$ cat src/design/afp_pkg.sv
`timescale 1ns / 1ps

package afp_pkg;

  localparam int MAX_CHANNELS = 8;
  localparam int CH_IDX_W     = $clog2(MAX_CHANNELS);
  localparam int SAMPLE_W     = 24;
  localparam int STATUS_W     = 24;
  localparam int PARTIAL_W    = 16;
  localparam int BYTE_W       = 8;
  localparam int OFFSET_W     = 5;
  localparam int GROUP_W      = 4;
  localparam int ERR_W        = 2;
  localparam int TDATA_W      = 224;
  localparam int PAD_W        = TDATA_W - (STATUS_W + ERR_W + MAX_CHANNELS * SAMPLE_W);

  localparam logic [BYTE_W-1:0] HDR_MASK  = 8'hF0;
  localparam logic [BYTE_W-1:0] HDR_VALUE = 8'hC0;

  // position of a byte inside its 24-bit sample
  localparam logic [1:0] PHASE_HI  = 2'd0;
  localparam logic [1:0] PHASE_MID = 2'd1;
  localparam logic [1:0] PHASE_LO  = 2'd2;

  typedef enum logic [ERR_W-1:0] {
    ERR_OK      = 2'd0,
    ERR_HEADER  = 2'd1,
    ERR_ZERO_CH = 2'd2
  } err_e;

  typedef logic signed [SAMPLE_W-1:0] sample_t;

  typedef struct packed {
    logic                start_of_frame;
    logic [BYTE_W-1:0]   data_byte;
  } in_item_t;

  // laid out exactly as the output tdata, last field lowest
  typedef struct packed {
    logic [PAD_W-1:0]              pad;
    sample_t [MAX_CHANNELS-1:0]    sample;
    err_e                          error_code;
    logic [STATUS_W-1:0]           status_word;
  } result_t;

  // v / 3 for v below 32
  function automatic logic [GROUP_W-1:0] div3(input logic [OFFSET_W-1:0] v);
    logic [OFFSET_W+3:0] prod;
    prod = (OFFSET_W+4)'(v) * (OFFSET_W+4)'(11);
    return prod[OFFSET_W+3:OFFSET_W];
  endfunction

endpackage

$ cat src/design/afp_in_reg.sv
`timescale 1ns / 1ps

module afp_in_reg
  import afp_pkg::*;
(
  input  logic     clk_i,
  input  logic     rst_ni,
  input  logic     valid_i,
  output logic     ready_o,
  input  in_item_t item_i,
  input  logic     advance_i,
  output logic     valid_o,
  output in_item_t item_o
);

  logic     valid_q, valid_d;
  in_item_t item_q;
  logic     load;

  assign ready_o = !valid_q || advance_i;
  assign load    = valid_i && ready_o;

  always_comb begin
    valid_d = valid_q;
    if (load) begin
      valid_d = 1'b1;
    end else if (advance_i) begin
      valid_d = 1'b0;
    end
  end

  always_ff @(posedge clk_i or negedge rst_ni) begin
    if (!rst_ni) begin
      valid_q <= 1'b0;
    end else begin
      valid_q <= valid_d;
    end
  end

  always_ff @(posedge clk_i) begin
    if (load) begin
      item_q <= item_i;
    end
  end

  assign valid_o = valid_q;
  assign item_o  = item_q;

endmodule

$ cat src/design/afp_frame_parse.sv
`timescale 1ns / 1ps

module afp_frame_parse
  import afp_pkg::*;
#(
  parameter int NUM_CHANNELS = 8,
  parameter int STATUS_BYTES = 3
) (
  input  logic     clk_i,
  input  logic     rst_ni,
  input  logic     fire_i,
  input  in_item_t item_i,
  output logic     last_o,
  output result_t  result_o
);

  localparam int FrameBytes = STATUS_BYTES + 3 * NUM_CHANNELS;
  localparam int PosW       = $clog2(FrameBytes + 1);

  logic [PosW-1:0]                        pos_q, pos_d, pos;
  logic [STATUS_W-1:0]                    status_q, status_d;
  logic [PARTIAL_W-1:0]                   partial_q, partial_d;
  logic [MAX_CHANNELS-1:0][SAMPLE_W-1:0]  store_q, store_d;
  logic                                   hdr_bad_q, hdr_bad_d;
  logic [OFFSET_W-1:0]                    offset;
  logic [GROUP_W-1:0]                     group;
  logic [1:0]                             phase;
  logic [BYTE_W-1:0]                      b;
  err_e                                   err;

  assign b = item_i.data_byte;

  always_comb begin
    pos = pos_q;
    if (item_i.start_of_frame || pos_q >= PosW'(FrameBytes)) begin
      pos = '0;
    end
  end

  assign last_o = (pos == PosW'(FrameBytes - 1));

  always_comb begin
    status_d  = status_q;
    partial_d = partial_q;
    store_d   = store_q;
    hdr_bad_d = hdr_bad_q;
    offset    = '0;
    group     = '0;
    phase     = PHASE_HI;
    pos_d     = last_o ? '0 : pos + PosW'(1);
    if (pos < PosW'(STATUS_BYTES)) begin
      if (pos == '0) begin
        status_d  = {{(STATUS_W - BYTE_W){1'b0}}, b};
        hdr_bad_d = ((b & HDR_MASK) != HDR_VALUE);
      end else begin
        status_d = {status_q[STATUS_W-BYTE_W-1:0], b};
      end
    end else begin
      offset = OFFSET_W'(pos - PosW'(STATUS_BYTES));
      group  = div3(offset);
      phase  = 2'(offset - {group, 1'b0} - OFFSET_W'(group));
      case (phase)
        PHASE_HI: begin
          partial_d = {{(PARTIAL_W - BYTE_W){1'b0}}, b};
        end
        PHASE_MID: begin
          partial_d = {partial_q[PARTIAL_W-BYTE_W-1:0], b};
        end
        PHASE_LO: begin
          if (group < GROUP_W'(MAX_CHANNELS)) begin
            store_d[group[CH_IDX_W-1:0]] = {partial_q, b};
          end
        end
        default: begin
        end
      endcase
    end
  end

  always_comb begin
    if (hdr_bad_d) begin
      err = ERR_HEADER;
    end else if (store_d[0] == '0) begin
      err = ERR_ZERO_CH;
    end else begin
      err = ERR_OK;
    end
    result_o             = '0;
    result_o.status_word = status_d;
    result_o.error_code  = err;
    for (int ch = 0; ch < MAX_CHANNELS; ch++) begin
      if (err == ERR_OK && ch < NUM_CHANNELS) begin
        result_o.sample[ch] = store_d[ch];
      end
    end
  end

  always_ff @(posedge clk_i or negedge rst_ni) begin
    if (!rst_ni) begin
      pos_q     <= '0;
      status_q  <= '0;
      partial_q <= '0;
      store_q   <= '0;
      hdr_bad_q <= 1'b0;
    end else if (fire_i) begin
      pos_q     <= pos_d;
      status_q  <= status_d;
      partial_q <= partial_d;
      store_q   <= store_d;
      hdr_bad_q <= hdr_bad_d;
    end
  end

endmodule

$ cat src/design/afp_out_reg.sv
`timescale 1ns / 1ps

module afp_out_reg
  import afp_pkg::*;
(
  input  logic    clk_i,
  input  logic    rst_ni,
  input  logic    push_i,
  input  result_t result_i,
  output logic    ready_o,
  output logic    valid_o,
  input  logic    ready_i,
  output result_t result_o
);

  logic    valid_q, valid_d;
  result_t result_q;

  assign ready_o = !valid_q || ready_i;

  always_comb begin
    valid_d = valid_q;
    if (push_i) begin
      valid_d = 1'b1;
    end else if (ready_i) begin
      valid_d = 1'b0;
    end
  end

  always_ff @(posedge clk_i or negedge rst_ni) begin
    if (!rst_ni) begin
      valid_q <= 1'b0;
    end else begin
      valid_q <= valid_d;
    end
  end

  always_ff @(posedge clk_i) begin
    if (push_i) begin
      result_q <= result_i;
    end
  end

  assign valid_o  = valid_q;
  assign result_o = result_q;

endmodule

$ cat src/design/adc_sample_frame_parser_core.sv
`timescale 1ns / 1ps

// Converter frame parser. Takes one byte per cycle from a frame of
// STATUS_BYTES status bytes followed by NUM_CHANNELS 24-bit big-endian
// samples, and on the frame's last byte returns one item with the status
// word, an error code (0 ok, 1 top nibble of the first byte is not 0xC,
// 2 channel one all zero) and the eight samples, all zero on error or
// beyond NUM_CHANNELS. A byte with tuser high restarts the frame at the
// first status byte; frames may otherwise follow back to back. Every byte
// passes an input register and then a single parse step into the result
// register, so a byte can be accepted in every cycle as long as the result
// side keeps up; a result is registered as its last byte leaves the
// input register; while it waits, bytes of the next frame keep flowing in.
module adc_sample_frame_parser_core
  import afp_pkg::*;
#(
  parameter int NUM_CHANNELS = 8,
  parameter int STATUS_BYTES = 3
) (
  input  logic               clk_i,
  input  logic               rst_ni,
  input  logic               s_axis_tvalid_i,
  output logic               s_axis_tready_o,
  input  logic [7:0]         s_axis_tdata_i,   // data_byte
  input  logic               s_axis_tuser_i,   // start_of_frame
  output logic               m_axis_tvalid_o,
  input  logic               m_axis_tready_i,
  // status_word, error_code, sample_ch0 .. sample_ch7, zero pad
  output logic [TDATA_W-1:0] m_axis_tdata_o
);

  in_item_t in_item, held_item;
  logic     held_valid;
  logic     last;
  logic     out_ready;
  logic     advance;
  result_t  frame_result, out_result;

  assign in_item.data_byte      = s_axis_tdata_i;
  assign in_item.start_of_frame = s_axis_tuser_i;

  assign advance = held_valid && (!last || out_ready);

  afp_in_reg u_in_reg (
    .clk_i     (clk_i),
    .rst_ni    (rst_ni),
    .valid_i   (s_axis_tvalid_i),
    .ready_o   (s_axis_tready_o),
    .item_i    (in_item),
    .advance_i (advance),
    .valid_o   (held_valid),
    .item_o    (held_item)
  );

  afp_frame_parse #(
    .NUM_CHANNELS (NUM_CHANNELS),
    .STATUS_BYTES (STATUS_BYTES)
  ) u_frame_parse (
    .clk_i    (clk_i),
    .rst_ni   (rst_ni),
    .fire_i   (advance),
    .item_i   (held_item),
    .last_o   (last),
    .result_o (frame_result)
  );

  afp_out_reg u_out_reg (
    .clk_i    (clk_i),
    .rst_ni   (rst_ni),
    .push_i   (advance && last),
    .result_i (frame_result),
    .ready_o  (out_ready),
    .valid_o  (m_axis_tvalid_o),
    .ready_i  (m_axis_tready_i),
    .result_o (out_result)
  );

  assign m_axis_tdata_o = out_result;

endmodule

$ cat config.mk
export PLATFORM = sky130hd
export DESIGN_NAME = adc_sample_frame_parser_core
export DESIGN_NICKNAME = d
export VERILOG_FILES = /design/src/design/afp_pkg.sv /design/src/design/afp_in_reg.sv /design/src/design/afp_frame_parse.sv /design/src/design/afp_out_reg.sv /design/src/design/adc_sample_frame_parser_core.sv
export SDC_FILE = /design/constraint.sdc
export NUM_CORES = 1
export LEC_CHECK = 0
export BUFFER_PORTS_ARGS = -buffer_cell sky130_fd_sc_hd__buf_4
export CORE_UTILIZATION = 55
export DETAILED_ROUTE_END_ITERATION = 6
export PLACE_DENSITY = 0.85
export SLEW_MARGIN = 20
export SYNTH_ARGS = -nofsm -noshare
export SYNTH_HDL_FRONTEND = slang
export SYNTH_SLANG_ARGS = --single-unit
$ cat constraint.sdc
create_clock -name clk_i -period 34.3 [get_ports clk_i]
set_clock_uncertainty 0.15 [all_clocks]
set_input_delay 5.145 -clock clk_i [delete_from_list [all_inputs] [get_ports clk_i]]
set_output_delay 5.145 -clock clk_i [all_outputs]
set_load 0.03 [all_outputs]
==> impl_metrics.py <==
metrics = {
    "status": {
        "status": "complete, no violations",
    },
    "worst_setup_path": {
        "cpMaxStageDelayCell": "or3_1",
        "worstPathCellList": "buf_4, nand2b_1, or3_1, buf_4",
        "slowest_delay_ns": 0.39,
        "end_kind": "primary output",
        "crit_family": "simple AND/OR/NAND/NOR gates",
        "startpoint_type": "primary input",
        "critPathBufInv": 2,
        "crit_type": "primary input to primary output",
        "worstPathArrival_ns": 6.06,
        "cp_max_fo": 4,
        "worst_path_most_repeated_cell": "buf_4",
        "cp.required_ns": 29.00,
    },
    "cells_and_area": {
        "syn_to_final_growth_pct": 16.8,
        "post_route_cells_drive_above_1_share_pct": 41.9,
        "fillers": 2660,
        "final_util_pct": 65.5,
        "regArea_sq_um": 12800,
        "final_cell_mix": "buf_4, mux2_2, dfrtp_1, edfxtp_1, mux2i_1",
        "multi_input_comb_area_sq_um": 7650,
        "fin_nets": 1666,
        "n_antenna_cell": 0,
        "final_common_cell": "buf_4",
    },
    "grt": {
        "grt_pass1_wl_um": 73300,
        "grt_overflow": 0,
        "grt_pass1_vias": 12600,
        "grt_start_max_net_pins": 92,
        "track_usage_pct": 24.8,
        "antenna_found_initial": 0,
    },
    "synthesis": {
        "ys_warn_count": 0,
        "synth_seq_area_share_pct": 60.5,
        "netlist.area_leader.share_pct": 32.2,
        "async_flop_share_pct": 51.4,
        "ys_seq_elements": 467,
        "synthTopCellsByArea": "edfxtp_1, dfrtp_1, mux2_2",
        "synthDistinctLibCells": 64,
        "synth_top_area_cell": "edfxtp_1",
        "synth-main-ff-cell": "dfrtp_1",
        "syn_area_per_cell_sq_um": 14.6,
        "syn_area_sq_um": 21200,
        "synth_edf_count": 227,
        "postSynthCellCount": 1455,
    },
    "timing": {
        "fin_crit_sh_pct": 33.1,
        "rsz0062_at_grt": "no",
        "setup_viol": 0,
        "tightest_slew_ns": 1.10,
        "max_slew_margin_pct": 26.9,
        "hold_violations": 0,
        "max_freq_mhz": 88.1,
        "finalSetupTns_ns": 0,
        "slew_violations": 0,
        "fin_crit_ns": 11.35,
    },
    "placement": {
        "port_buffers": 232,
        "gp_congestion": 0.869,
        "hpwl_um": 29800,
    },
    "clock_network": {
        "clock_latency_ns": 0.58,
        "path_clk_slew_ns": 0.06,
        "clock_sinks": 467,
        "cts_resized": 0,
        "cts_setup_buffers": 0,
        "cts_root_buf": "clkbuf_16",
        "cts_made_buffers": 48,
        "cts_tree": "built",
        "ctsHoldBuffers": 0,
        "clockBufferDepth": 3,
        "cts_max_level": 2,
    },
    "power_and_ir_drop": {
        "ir_worst_vdd_mv": 0.0433,
        "clockPowerShare_pct": 37.6,
        "internal_power_w": 0.00104,
        "power.share.sequential_pct": 47.3,
        "powerDensity_nw_per_um2": 58.5,
        "power.switching_w": 0.000411,
        "sw_frac_of_total_pct": 28.4,
        "combPwrFrac_pct": 15.1,
        "p_leak_nw": 10.7,
    },
    "floorplanning": {
        "start_util_pct": 56.1,
        "die_w_um": 198,
        "die_h_um": 198,
        "core_area_sq_um": 37800,
        "fp-row-count": 71,
        "pin_count": 239,
        "dieArea_sq_um": 39300,
    },
    "route": {
        "first_pass_iters": 4,
        "ant_nets": 0,
        "vias": 12200,
        "drt-initial-drc-count": 716,
        "wl_um": 47000,
        "viasPerCell": 5.59,
        "route.detailed.wl_per_inst_um": 21.5,
        "drc": 0,
    },
    "flow_run": {
        "max_cap_viol_count": 0,
    },
    "worst_hold_path": {
        "hold_class": "flop to flop",
    },
}
synthesized netlist by cell type, types with 3 or more instances:
master	count
mux2_2	242
dfrtp_1	240
edfxtp_1	227
mux2i_1	169
nor2_4	100
nor2_1	77
nand2_1	73
clkbuf_1	52
buf_2	40
a21oi_1	28
nand2b_1	21
o21ai_0	20
ha_1	17
buf_1	13
buf_12	11
inv_1	11
nor4_1	11
nor2b_1	9
buf_4	8
nand3_1	7
buf_6	5
nand4_1	5
a211o_1	4
and2_1	4
nor3_2	4
a22o_1	3
and3_1	3
nand4b_1	3
or2_2	3
xnor2_1	3
worst register-to-register path, cell delays in order, from the launching register on:
cell and delay, ns:
dfrtp_1 0.47, a21o_1 0.27, a21oi_1 0.41, nand2_1 0.25, inv_1 0.15, ha_1 0.24, xor2_1 0.37, ha_1 0.21
inv_1 0.06, fa_1 0.54, inv_1 0.05, ha_1 0.30, a21oi_1 0.37, and3b_1 0.36, nor2_1 0.11, ha_1 0.52
and3b_1 0.28, nand3_2 0.19, nor4_4 0.35, a211o_4 0.66, buf_4 0.89, nor2_1 0.27
per-stage QoR:
step,hold WS (ns),instances,power (W),instance area (sq um),setup slack (ns)
3_3_place_gp,0.333,2096,0.000899,23100,23.01
3_5_place_dp,0.343,2096,0.000912,23100,22.96
5_1_grt,0.362,2186,0.00150,24700,22.91
4_1_cts,0.357,2186,0.00146,24700,22.95
2_1_floorplan,0.325,1460,0.000857,21200,18.43
6_report,0.354,2186,0.00145,24700,22.95
cell type report:
cell class	count	share of cell area (%)
flip-flops and latches	467	51.8
repair buffers	255	7.77
multi-input cells	852	30.9
clock inverters	21	1.07
inverters	11	0.167
clock buffers	69	5.67
well taps	511	2.58
state kept, by name, summed over array words and instances, names as in the netlist:
name,flops
u_frame_parse.pos_q,5
u_in_reg.valid_o,1
u_frame_parse.hdr_bad_q,1
u_out_reg.valid_o,1
u_frame_parse.partial_q,16
u_in_reg.item_o,9
u_frame_parse.store_q,192
u_frame_parse.status_q,24
u_out_reg.result_o,218
final timing paths:
check	startpoint	to	slack, ns	depth (start not counted)
worst min-delay path	u_frame_parse.status_q[18]	u_frame_parse.status_q[18]	0.35	1
worst max-delay path	m_axis_tready_i	s_axis_tready_o	22.95	4
max in group asynchronous	rst_ni	u_frame_parse.store_q[178]	28.01	2
worst min register to register	u_frame_parse.status_q[18]	u_frame_parse.status_q[18]	0.35	1
worst max register to register	u_frame_parse.pos_q[2]	u_out_reg.result_o[180]	26.52	21
min in group asynchronous	rst_ni	u_frame_parse.store_q[31]	4.42	1
cell families (layout without fill, tap and decap cells):
kind of cell    after synthesis  in the layout  share of synthesized area, %
compound gates               72             72                          2.25
xor+xnor                      7              7                         0.390
fa+ha+maj                    18             18                          1.10
buf+inv                     141            356                          3.90
flops                       467            467                          60.5
mux                         411            411                          20.8
other cells                   1              6                        0.0177
simple gates                338            338                          11.0
power by group through the flow:
stage	Sequential, W	Combinational [W]	Clock, W
after global routing	0.000690	0.000238	0.000577
after global placement	0.000691	0.000208	0
after CTS	0.000684	0.000219	0.000554
after detailed placement	0.000695	0.000217	0
final	0.000685	0.000218	0.000544
after floorplan	0.000644	0.000213	0
metal layers:
metal | up-vias | wire [um] | global-route usage [%]
li1 | 5543 | - | -
met1 | 6228 | 19300 | 32.2
met2 | 370 | 23400 | 41.2
met3 | 84 | 2950 | 5.23
met4 | 0 | 1440 | 8.53
met5 | - | 0 | 0
(Power assumes the default switching activity.)
